`config.mk`:
```
export PLATFORM = sky130hd
export DESIGN_NAME = hamming_message_encoder_core
export DESIGN_NICKNAME = d
export VERILOG_FILES = /design/src/hme_pkg.sv /design/src/hamming_message_encoder_core.sv
export VERILOG_INCLUDE_DIRS = /design/src /design/src/src
export SDC_FILE = /design/constraint.sdc
export NUM_CORES = 1
export LEC_CHECK = 0
export ABC_CLOCK_PERIOD_IN_PS = 3040
export BUFFER_PORTS_ARGS = -buffer_cell sky130_fd_sc_hd__buf_2
export CAP_MARGIN = 20
export CORE_ASPECT_RATIO = 0.6
export CORE_UTILIZATION = 28
export DETAILED_ROUTE_END_ITERATION = 7
export GPL_TIMING_DRIVEN = 0
export SLEW_MARGIN = 20
export SYNTH_ARGS = -nofsm -noshare
export SYNTH_HDL_FRONTEND = slang
export SYNTH_SLANG_ARGS = --single-unit
```
`constraint.sdc`:
```
create_clock -name clk -period 3.04 [get_ports clk]
set_input_delay 0.608 -clock clk [delete_from_list [all_inputs] [get_ports clk]]
set_output_delay 0.608 -clock clk [all_outputs]
set_load 0.01 [all_outputs]
```
`src/hamming_message_encoder_core_assert.svh`:
```
// Assertion macros for the Hamming message encoder.
// Self-contained: used by hamming_message_encoder_core.sv, needs nothing else.
`ifndef HAMMING_MESSAGE_ENCODER_CORE_ASSERT_SVH
`define HAMMING_MESSAGE_ENCODER_CORE_ASSERT_SVH

`ifndef SYNTH
// Same-cycle implication under reset.
`define HME_ASSERT_NOW(label, clk, rst_n, ante, cons) \
  label: assert property (@(posedge clk) disable iff (!rst_n) (ante) |-> (cons)) \
    else $error("hme assertion failed");
// Next-cycle implication under reset.
`define HME_ASSERT_NEXT(label, clk, rst_n, ante, cons) \
  label: assert property (@(posedge clk) disable iff (!rst_n) (ante) |=> (cons)) \
    else $error("hme assertion failed");
`else
`define HME_ASSERT_NOW(label, clk, rst_n, ante, cons)
`define HME_ASSERT_NEXT(label, clk, rst_n, ante, cons)
`endif

`endif

```
`src/hme_pkg.sv`:
```
// Beat types and fixed constants of the Hamming message encoder.
// No dependencies; imported by hamming_message_encoder_core.
`default_nettype none

package hme_pkg;

  localparam int BYTE_BITS  = 8;
  localparam int CHUNK_BITS = 8;

  typedef struct packed {
    logic [7:0] data_byte;
    logic       final_byte;
  } in_beat_t;

  typedef struct packed {
    logic [7:0] code_chunk;
    logic [3:0] chunk_bits;
    logic       last_chunk;
    logic       overflow;
  } out_beat_t;

endpackage

`default_nettype wire

```
`src/hamming_message_encoder_core.sv`:
```
// Hamming message encoder top level: byte store, bit-serial scan and emit.
// Depends on hme_pkg and hamming_message_encoder_core_assert.svh.
//
//   channel | direction | handshake          | beat
//   --------+-----------+--------------------+-----------------------------------
//   in_     | input     | in_valid / in_stall | in_beat_t: data_byte, final_byte
//   out_    | output    | out_valid/out_stall | out_beat_t: chunk, bits, last, ovf
//
// A byte that is not final gives no beat.
// A final byte starts encoding: an r search, a parity scan over all n codeword
// positions (one bit a cycle), then an emit pass (one bit a cycle while the
// output slot is free); the one-bit shift path through the codeword positions
// sets the pace of both passes.
// in_stall is high from the final byte until the last chunk is in the output
// register; out_stall freezes the emit pass only while a beat waits.
// Reset (rst_n low, synchronous) empties the message and the output register.
`default_nettype none

module hamming_message_encoder_core
  import hme_pkg::*;
#(
  parameter int MAX_BYTES = 8
) (
  input  wire        clk,
  input  wire        rst_n,
  input  wire        in_valid,
  output logic       in_stall,
  input  wire in_beat_t in_beat,
  output logic       out_valid,
  input  wire        out_stall,
  output out_beat_t  out_beat
);

  localparam int KMAX = MAX_BYTES * BYTE_BITS;
  localparam int NMAX = KMAX + 16;
  localparam int PW   = $clog2(NMAX + 1);
  localparam int CW   = $clog2(MAX_BYTES + 1);
  localparam int IW   = (MAX_BYTES > 1) ? $clog2(MAX_BYTES) : 1;
  localparam int RW   = $clog2(PW + 1);

  typedef enum logic [1:0] {
    ST_IDLE,
    ST_CALC,
    ST_SCAN,
    ST_EMIT
  } state_t;

  // Message bytes; only entries below the byte count feed the codeword.
  logic [7:0] msg_mem [MAX_BYTES];

  state_t         state_r,     state_nxt;
  logic [CW-1:0]  byte_cnt_r,  byte_cnt_nxt;
  logic           ovf_r,       ovf_nxt;
  logic [RW-1:0]  r_r,         r_nxt;
  logic [PW:0]    pow_r,       pow_nxt;
  logic [PW-1:0]  n_r,         n_nxt;
  logic [PW-1:0]  pos_r,       pos_nxt;
  logic [PW-1:0]  acc_r,       acc_nxt;
  logic [7:0]     sh_r,        sh_nxt;
  logic [2:0]     bit_idx_r,   bit_idx_nxt;
  logic [IW-1:0]  rd_idx_r,    rd_idx_nxt;
  logic [7:0]     chunk_r,     chunk_nxt;
  logic [3:0]     chunk_cnt_r, chunk_cnt_nxt;
  logic           out_valid_r, out_valid_nxt;
  out_beat_t      out_beat_r,  out_beat_nxt;

  logic           in_acc;
  logic           store_ok;
  logic [PW-1:0]  k_bits;
  logic [PW:0]    limit;
  logic [PW-1:0]  pos_dec;
  logic           is_pow2;
  logic           slot_free;
  logic           code_bit;
  logic           consume;
  logic           chunk_done;
  logic [7:0]     chunk_ins;

  assign in_stall  = (state_r != ST_IDLE);
  assign in_acc    = in_valid && !in_stall;
  assign store_ok  = (byte_cnt_r < CW'(MAX_BYTES));
  assign k_bits    = PW'(byte_cnt_r) << 3;
  assign limit     = (PW + 1)'(k_bits) + (PW + 1)'(r_r) + (PW + 1)'(1);
  assign pos_dec   = pos_r - PW'(1);
  assign is_pow2   = ((pos_r & pos_dec) == '0);
  assign slot_free = !out_valid_r || !out_stall;

  // Parity positions carry their accumulated bit, the rest carry message bits.
  assign code_bit   = is_pow2 ? |(acc_r & pos_r) : sh_r[7];
  assign chunk_ins  = chunk_r | (8'(code_bit) << (3'd7 - chunk_cnt_r[2:0]));
  assign chunk_done = (chunk_cnt_r == 4'(CHUNK_BITS - 1)) || (pos_r == PW'(1));

  always_comb begin
    state_nxt     = state_r;
    byte_cnt_nxt  = byte_cnt_r;
    ovf_nxt       = ovf_r;
    r_nxt         = r_r;
    pow_nxt       = pow_r;
    n_nxt         = n_r;
    pos_nxt       = pos_r;
    acc_nxt       = acc_r;
    sh_nxt        = sh_r;
    bit_idx_nxt   = bit_idx_r;
    rd_idx_nxt    = rd_idx_r;
    chunk_nxt     = chunk_r;
    chunk_cnt_nxt = chunk_cnt_r;
    out_valid_nxt = out_valid_r && out_stall;
    out_beat_nxt  = out_beat_r;
    consume       = 1'b0;

    case (state_r)
      ST_IDLE: begin
        if (in_acc) begin
          if (store_ok) begin
            byte_cnt_nxt = byte_cnt_r + CW'(1);
          end else begin
            ovf_nxt = 1'b1;
          end
          if (in_beat.final_byte) begin
            r_nxt     = '0;
            pow_nxt   = (PW + 1)'(1);
            state_nxt = ST_CALC;
          end
        end
      end

      ST_CALC: begin
        // Grow r until 2^r covers k + r + 1 positions.
        if (pow_r < limit) begin
          pow_nxt = pow_r << 1;
          r_nxt   = r_r + RW'(1);
        end else begin
          n_nxt       = k_bits + PW'(r_r);
          pos_nxt     = k_bits + PW'(r_r);
          acc_nxt     = '0;
          sh_nxt      = msg_mem[0];
          bit_idx_nxt = '0;
          rd_idx_nxt  = IW'(1);
          state_nxt   = ST_SCAN;
        end
      end

      ST_SCAN: begin
        if (!is_pow2) begin
          consume = 1'b1;
          if (sh_r[7]) begin
            acc_nxt = acc_r ^ pos_r;
          end
        end
        pos_nxt = pos_dec;
        if (pos_r == PW'(1)) begin
          // Rewind to the top position for the emit pass.
          pos_nxt       = n_r;
          sh_nxt        = msg_mem[0];
          bit_idx_nxt   = '0;
          rd_idx_nxt    = IW'(1);
          chunk_nxt     = '0;
          chunk_cnt_nxt = '0;
          state_nxt     = ST_EMIT;
        end
      end

      ST_EMIT: begin
        if (slot_free) begin
          consume = !is_pow2;
          pos_nxt = pos_dec;
          if (chunk_done) begin
            out_valid_nxt           = 1'b1;
            out_beat_nxt.code_chunk = chunk_ins;
            out_beat_nxt.chunk_bits = chunk_cnt_r + 4'd1;
            out_beat_nxt.last_chunk = (pos_r == PW'(1));
            out_beat_nxt.overflow   = ovf_r;
            chunk_nxt               = '0;
            chunk_cnt_nxt           = '0;
          end else begin
            chunk_nxt     = chunk_ins;
            chunk_cnt_nxt = chunk_cnt_r + 4'd1;
          end
          if (pos_r == PW'(1)) begin
            byte_cnt_nxt = '0;
            ovf_nxt      = 1'b0;
            acc_nxt      = '0;
            state_nxt    = ST_IDLE;
          end
        end
      end

      default: begin
        state_nxt = ST_IDLE;
      end
    endcase

    // Advance the message bit stream; reload the shifter at each byte end.
    if (consume && (state_nxt == state_r)) begin
      if (bit_idx_r == 3'd7) begin
        sh_nxt      = msg_mem[rd_idx_r];
        rd_idx_nxt  = rd_idx_r + IW'(1);
        bit_idx_nxt = '0;
      end else begin
        sh_nxt      = sh_r << 1;
        bit_idx_nxt = bit_idx_r + 3'd1;
      end
    end
  end

  always_ff @(posedge clk) begin
    if (!rst_n) begin
      state_r     <= ST_IDLE;
      byte_cnt_r  <= '0;
      ovf_r       <= 1'b0;
      acc_r       <= '0;
      pos_r       <= '0;
      out_valid_r <= 1'b0;
    end else begin
      state_r     <= state_nxt;
      byte_cnt_r  <= byte_cnt_nxt;
      ovf_r       <= ovf_nxt;
      acc_r       <= acc_nxt;
      pos_r       <= pos_nxt;
      out_valid_r <= out_valid_nxt;
    end
    r_r         <= r_nxt;
    pow_r       <= pow_nxt;
    n_r         <= n_nxt;
    sh_r        <= sh_nxt;
    bit_idx_r   <= bit_idx_nxt;
    rd_idx_r    <= rd_idx_nxt;
    chunk_r     <= chunk_nxt;
    chunk_cnt_r <= chunk_cnt_nxt;
    out_beat_r  <= out_beat_nxt;
  end

  // Store each accepted byte while there is room; drop it otherwise.
  always_ff @(posedge clk) begin
    if (in_acc && store_ok) begin
      msg_mem[byte_cnt_r[IW-1:0]] <= in_beat.data_byte;
    end
  end

  assign out_valid = out_valid_r;
  assign out_beat  = out_beat_r;

`include "hamming_message_encoder_core_assert.svh"

  `HME_ASSERT_NOW(a_cnt_bound, clk, rst_n, 1'b1, byte_cnt_r <= CW'(MAX_BYTES))
  `HME_ASSERT_NOW(a_pos_range, clk, rst_n,
                  (state_r == ST_SCAN) || (state_r == ST_EMIT),
                  (pos_r != '0) && (pos_r <= n_r))
  `HME_ASSERT_NOW(a_bits_range, clk, rst_n, out_valid_r,
                  (out_beat_r.chunk_bits != 4'd0) && (out_beat_r.chunk_bits <= 4'd8))
  `HME_ASSERT_NOW(a_full_chunk, clk, rst_n, out_valid_r && !out_beat_r.last_chunk,
                  out_beat_r.chunk_bits == 4'd8)
  `HME_ASSERT_NEXT(a_emit_end, clk, rst_n,
                   (state_r == ST_EMIT) && slot_free && (pos_r == PW'(1)),
                   (state_r == ST_IDLE) && (byte_cnt_r == '0) && out_valid_r
                   && out_beat_r.last_chunk)

endmodule

`default_nettype wire
```
### Word-level counts from Yosys, hierarchy flattened

Memories as Yosys holds them, arrays and structs flattened. A register that Yosys moved wholly into a read port is not among the register bits.
Index checks and enable logic that the tools add are counted.

* add/subtract/negate cells: 10
* multiply operators: 0
* divide/modulo/power cells: 0
* magnitude comparators: 2
* eq/ne operators: 20
* shifts and indexed selects: 1
* muxes and demuxes: 66
* bitwise gates (word level): 5
* reductions and logical operators: 28

Operator list (number)
* $mux 8: 10
* $mux 7: 8
* $pmux 8 s2: 3
* $pmux 7 s3: 2
* $mux 3: 11
* $mux 4: 6
* $ne 2x2->1 const B: 11
* $pmux 3 s2: 3
* $pmux 4 s2: 2
* $and 7x7->7: 2
* $mux 1: 12
* $mux 2: 6
* $reduce_and 3->1: 4
* $reduce_and 5->1: 2
* $add 3x1->3 const B: 3
* $add 4x1->4 const B: 2
* $add 7x3->8: 1
* $add 8x1->8 const B: 1
* $lt 8x8->1: 1
* $or 8x8->8: 1
* $pmux 2 s4: 1
* $reduce_bool 2->1: 4
* $shl 1x3->8: 1
* $add 7x3->7: 1
* 23 further kinds: 34

* register bits: 80
* latch bits: 0
* RAM bits: 64
* bits in read-only memories: 0
* input port bits: 13
* output and inout bits: 16
* memories: 1

Memories
* msg_mem: words 8, bits a word 8, read ports 2, clocked after Yosys merged registers in 1, wr ports 1, line hamming_message_encoder_core.sv:49 `logic [7:0] msg_mem [MAX_BYTES];`

### Logic depth before layout (Yosys ltp)

* depth after elaboration: 9
* mapped depth: 12
* mapped depth without buffers: 11

### Least setup slack after synthesis

Ideal clock, no wire load.

* path kind: reg-to-reg
* from: reg byte_cnt_r[2]
* to: reg pow_r[0], enable pin
* setup time: 383 ps
* data arrival time: 2468 ps
* data required time: 2657 ps
* slack: 190 ps
* stages on the path, launching flop included: 10
* path buffers: 1
* clock period less this slack: 2850 ps
* cells stage by stage: dfxtp_1 -> clkbuf_1 -> nand2_1 -> or2_2 -> ha_1 -> a21oi_1 -> nand2_1 -> a21o_1 -> and2_1 -> a21oi_1

* cells in the longest elaborated chain, start to end: 5

RTL lines
* start: declaration: line hamming_message_encoder_core.sv:52 `logic [CW-1:0] byte_cnt_r, byte_cnt_nxt;`
* start signal: assignment: line hamming_message_encoder_core.sv:216 `byte_cnt_r <= byte_cnt_nxt;`
* $add 7x3->8: line hamming_message_encoder_core.sv:83 `assign limit = (PW + 1)'(k_bits) + (PW + 1)'(r_r) + (PW + 1)'(1);`
* $add 8x1->8: line hamming_message_encoder_core.sv:83
* $lt 8x8->1: line hamming_message_encoder_core.sv:129 `if (pow_r < limit) begin`
* $ne 2x2->1 (no line)
* $reduce_and 4->1 (no line)
* end signal: assignment: line hamming_message_encoder_core.sv:223 `pow_r <= pow_nxt;`
* end: declaration: line hamming_message_encoder_core.sv:55 `logic [PW:0] pow_r, pow_nxt;`

No other way between the ends.
A chain may end at the register's enable or synchronous reset.

### Final worst setup path

* from: reg r_r[2]
* to: reg sh_r[2] (data pin)

* cells in the longest elaborated chain, start to end: 8

RTL lines
* start: declaration: line hamming_message_encoder_core.sv:54 `logic [RW-1:0] r_r, r_nxt;`
* start signal: assignment: line hamming_message_encoder_core.sv:222 `r_r <= r_nxt;`
* $add 7x3->8: line hamming_message_encoder_core.sv:83
* $add 8x1->8: line hamming_message_encoder_core.sv:83
* $lt 8x8->1: line hamming_message_encoder_core.sv:129
* $mux 2: line hamming_message_encoder_core.sv:129
* $pmux 2 s4: line hamming_message_encoder_core.sv:111 `case (state_r)`
* $eq 2x2->1: line hamming_message_encoder_core.sv:194 `if (consume && (state_nxt == state_r)) begin`
* $logic_and 1x1->1: line hamming_message_encoder_core.sv:194
* $mux 8: line hamming_message_encoder_core.sv:194
* named net sh_nxt[2]: line hamming_message_encoder_core.sv:59 `logic [7:0] sh_r, sh_nxt;`
* end signal: assignment: line hamming_message_encoder_core.sv:225 `sh_r <= sh_nxt;`
* end: declaration: line hamming_message_encoder_core.sv:59

The timed path passes the listed nets, and every way through them passes these cells.

==> reports/results.tsv <==
metric	value	unit
outcome	finished, final reports clean	
Nets	599	
Final Setup Violations	0	
Synth top cells by count	edfxtp_1, nand2_1, nor2_1	
DR pass1 iterations	5	
initial DRC count	358	
Post-Route WL	14590	um
total CTS buffers	17	
Max-slew headroom	0.2867	
vias post-DR	4232	
WP data arrival	3200	ps
reg2reg end	sh_r[2]	
via/cell ratio	4.798	
Power per Cell Area	876.2	nW/um^2
Non-Filler Instances	882	
Worst Hold End	msg_mem[3][1]	
f_max	0.3313	GHz
reg-to-reg critical path startpoint	r_r[2]	
most frequent CP cell	buf_4	
# hold bufs at CTS	0	
placed insts	837	
leak pwr	2.889	nW
initial antenna violation count	1	
Seq/Total Area, Yosys	0.6104	
Synth area leaders	edfxtp_1, dfxtp_1, ha_1	
Layout area overhead	20.36	%
clock-pin slew on the worst setup and hold paths	60	ps
critical path required time	3220	ps
Post-synth EDFFs	119	
Slew @ Worst Pin	1066	ps
port buffer count	27	
Slowest-stage cell, CP	edfxtp_1	
Peak VDD IR	355.7	uV
Final Skew	8.865	ps
Worst path max stage delay	480	ps
Synth Flop Type	edfxtp_1	
GR Util All Layers	0.1259	
Hold Startpoint	in_beat[2]	
die span in x	201.3	um
core area	23240	um^2
CTS Sinks	144	
Starting Density	0.2871	
DP Wirelength	10140	um
# DRC	0	
Avg Cell Area, Syn	13.51	um^2
grt ovf	0	
flops & latches, synth	144	
Tot Pwr	7.039	mW
hold path depth	1	
final worst path period need	3018	ps
RSZ-0062 raised after global routing	true	
Worst Setup End Kind	register	
post-place instance area	7224	um^2
type of the worst setup path	reg2reg	
number of max-slew violations in the final report	0	
Detail Route Antenna Nets	0	
H-tree levels	4	
FFs w/ async S/R, synth	0	
Yosys top cell area share	0.5354	
post-route cell area	8033	um^2
Mapped Cells	494	
post-route clock period utilization	0.9928	
Max Cap Viol	0	
CTS Buffer Depth	2	
R2R cell count	12	
Worst-Skew Late Latency	430	ps
CTS tree	yes	
most numerous cell in the Yosys netlist	edfxtp_1	
CTS Root Cell	clkbuf_16	
Hold WC Path Type	in2reg	
Ports	29	
fraction of layout cells with a size suffix above 1	0.2381	
hold slack final	460.8	ps
Startpoint Class	register	
largest net degree at the start of global routing	17	
syn_nets	539	
cell area after synthesis	6674	um^2
WL per Instance	16.54	um
CP bufs+invs	3	
internal reg-to-reg setup slack	20	ps
largest area contributor in the netlist	edfxtp_1	
critical path's top delay family	simple AND/OR/NAND/NOR gates	
Ant. Diodes	0	
routability cong.	0.9285	
peak fanout along the critical path	6	
height of the die	121.6	um
count of cell types in the netlist	57	
CP cell instances	nand4_1, buf_4, xor2_1, ha_1, nand3_2, a21oi_4, a32oi_1, nor4_2, nor3b_2, buf_4, buf_4, mux2_4	
row cnt	43	
pre-CTS setup slack	-604.1	ps
Yosys Warn Count	0	
final hold viol count	0	
vias in the first global route	4205	
final worst-path setup slack	21.94	ps
first-pass GRT wire length	23190	um
Die Area	24480	um^2
==> worst register-to-register path: stages, from the launching register on <==
cell and delay [ps]:
edfxtp_1 480, nand4_1 190, buf_4 180, xor2_1 130
ha_1 290, nand3_2 110, a21oi_4 180, a32oi_1 140
nor4_2 390, nor3b_2 90, buf_4 160, buf_4 160
mux2_4 290
==> state kept, by name, summed over array words and instances (netlist names), 3 cells and up <==
| name | count |
|---|---|
| acc_r | 7 |
| chunk_cnt_r | 4 |
| bit_idx_r | 3 |
| n_r | 7 |
| out_beat | 14 |
| r_r | 3 |
| chunk_r | 8 |
| pow_r | 8 |
| msg_mem | 64 |
| sh_r | 8 |
| byte_cnt_r | 4 |
| pos_r | 7 |
| rd_idx_r | 3 |
==> power breakdown <==
group          switching [mW]  total (mW)  internal, mW  leakage (nW)
combinational            1.35        2.27         0.920          1.32
clock                   0.839        2.06          1.22         0.275
sequential              0.187        2.71          2.52          1.30
==> routing by layer <==
layer,global-route usage,routed length [um],vias up
met1,0.1856,7307,2121
met4,0.03551,172,2
li1,-,-,1985
met2,0.1760,6299,109
met3,0.03906,802,15
met5,0,10,-
==> worst max-delay path by stage <==
| stage | cells past startpoint | startpoint | slack [ps] | endpoint |
|---|---|---|---|---|
| final | 12 | r_r[2] | 20 | sh_r[2] |
| after detailed placement | 10 | byte_cnt_r[1] | -600 | pow_r[2] |
| after global placement | 10 | byte_cnt_r[1] | -420 | r_r[0] |
| after floorplan | 9 | byte_cnt_r[2] | 190 | pow_r[0] |
| after CTS | 12 | byte_cnt_r[1] | 0.8 | sh_r[2] |
| after global routing | 13 | r_r[0] | -90 | sh_r[3] |
==> cells in the final DEF, fill, tap and decap left out, drive strengths merged, types with 3 or more instances in the layout <==
master / Yosys / final
a21o: 15 / 15
a21oi: 29 / 29
a2bb2oi: 5 / 5
a32oi: 3 / 3
and2: 8 / 8
and3: 4 / 4
buf: 10 / 55
clkbuf: 17 / 30
clkinv: 2 / 6
clkinvlp: 0 / 4
dfxtp: 25 / 25
edfxtp: 119 / 119
ha: 32 / 32
inv: 13 / 18
mux2: 8 / 8
mux2i: 21 / 21
mux4: 16 / 16
nand2: 38 / 38
nand3: 20 / 20
nor2: 35 / 35
nor2b: 12 / 12
nor3: 5 / 5
nor4: 5 / 5
o211ai: 6 / 6
o21ai: 9 / 9
or3: 3 / 3
xnor2: 4 / 4
xor2: 4 / 4
==> cell type report <==
class / instances / area, um^2
Buffer: 25 / 122.6
Tap cell: 315 / 394.1
Clock buffer: 17 / 425.4
Timing Repair Buffer: 43 / 267.8
Multi-Input combinational cell: 308 / 2519
Sequential cell: 144 / 4083
Fill cell: 2263 / 15210
Inverter: 15 / 61.31
Clock inverter: 15 / 160.2
==> kinds of logic (layout without fill, tap and decap cells) <==
logic type | Yosys count | count (layout) | synth area share
AOI/OAI and AO/OA | 82 | 82 | 0.08268
DFF | 144 | 144 | 0.6104
and+or+nand+nor | 141 | 141 | 0.1074
muxes | 45 | 45 | 0.1024
xor gates and xnor gates | 8 | 8 | 0.01050
adders and majority gates | 32 | 32 | 0.05999
buffers and inverters | 42 | 115 | 0.02662
==> timing repair <==
item / in CTS / in global routing
cloned: 1 / 0
endpoints found under the setup margin: 48 / 51
pin swaps: 2 / 6
gates resized for setup: 7 / 25
setup buffers: 8 / 7
==> metrics by stage <==
step                setup TNS [ps]    util
floorplan                        0       -
global placement             -9656  0.3099
detailed placement          -15120  0.3108
CTS                              0  0.3397
global route                 -1389  0.3456
finish                           0  0.3456
(Power assumes the default switching activity.)
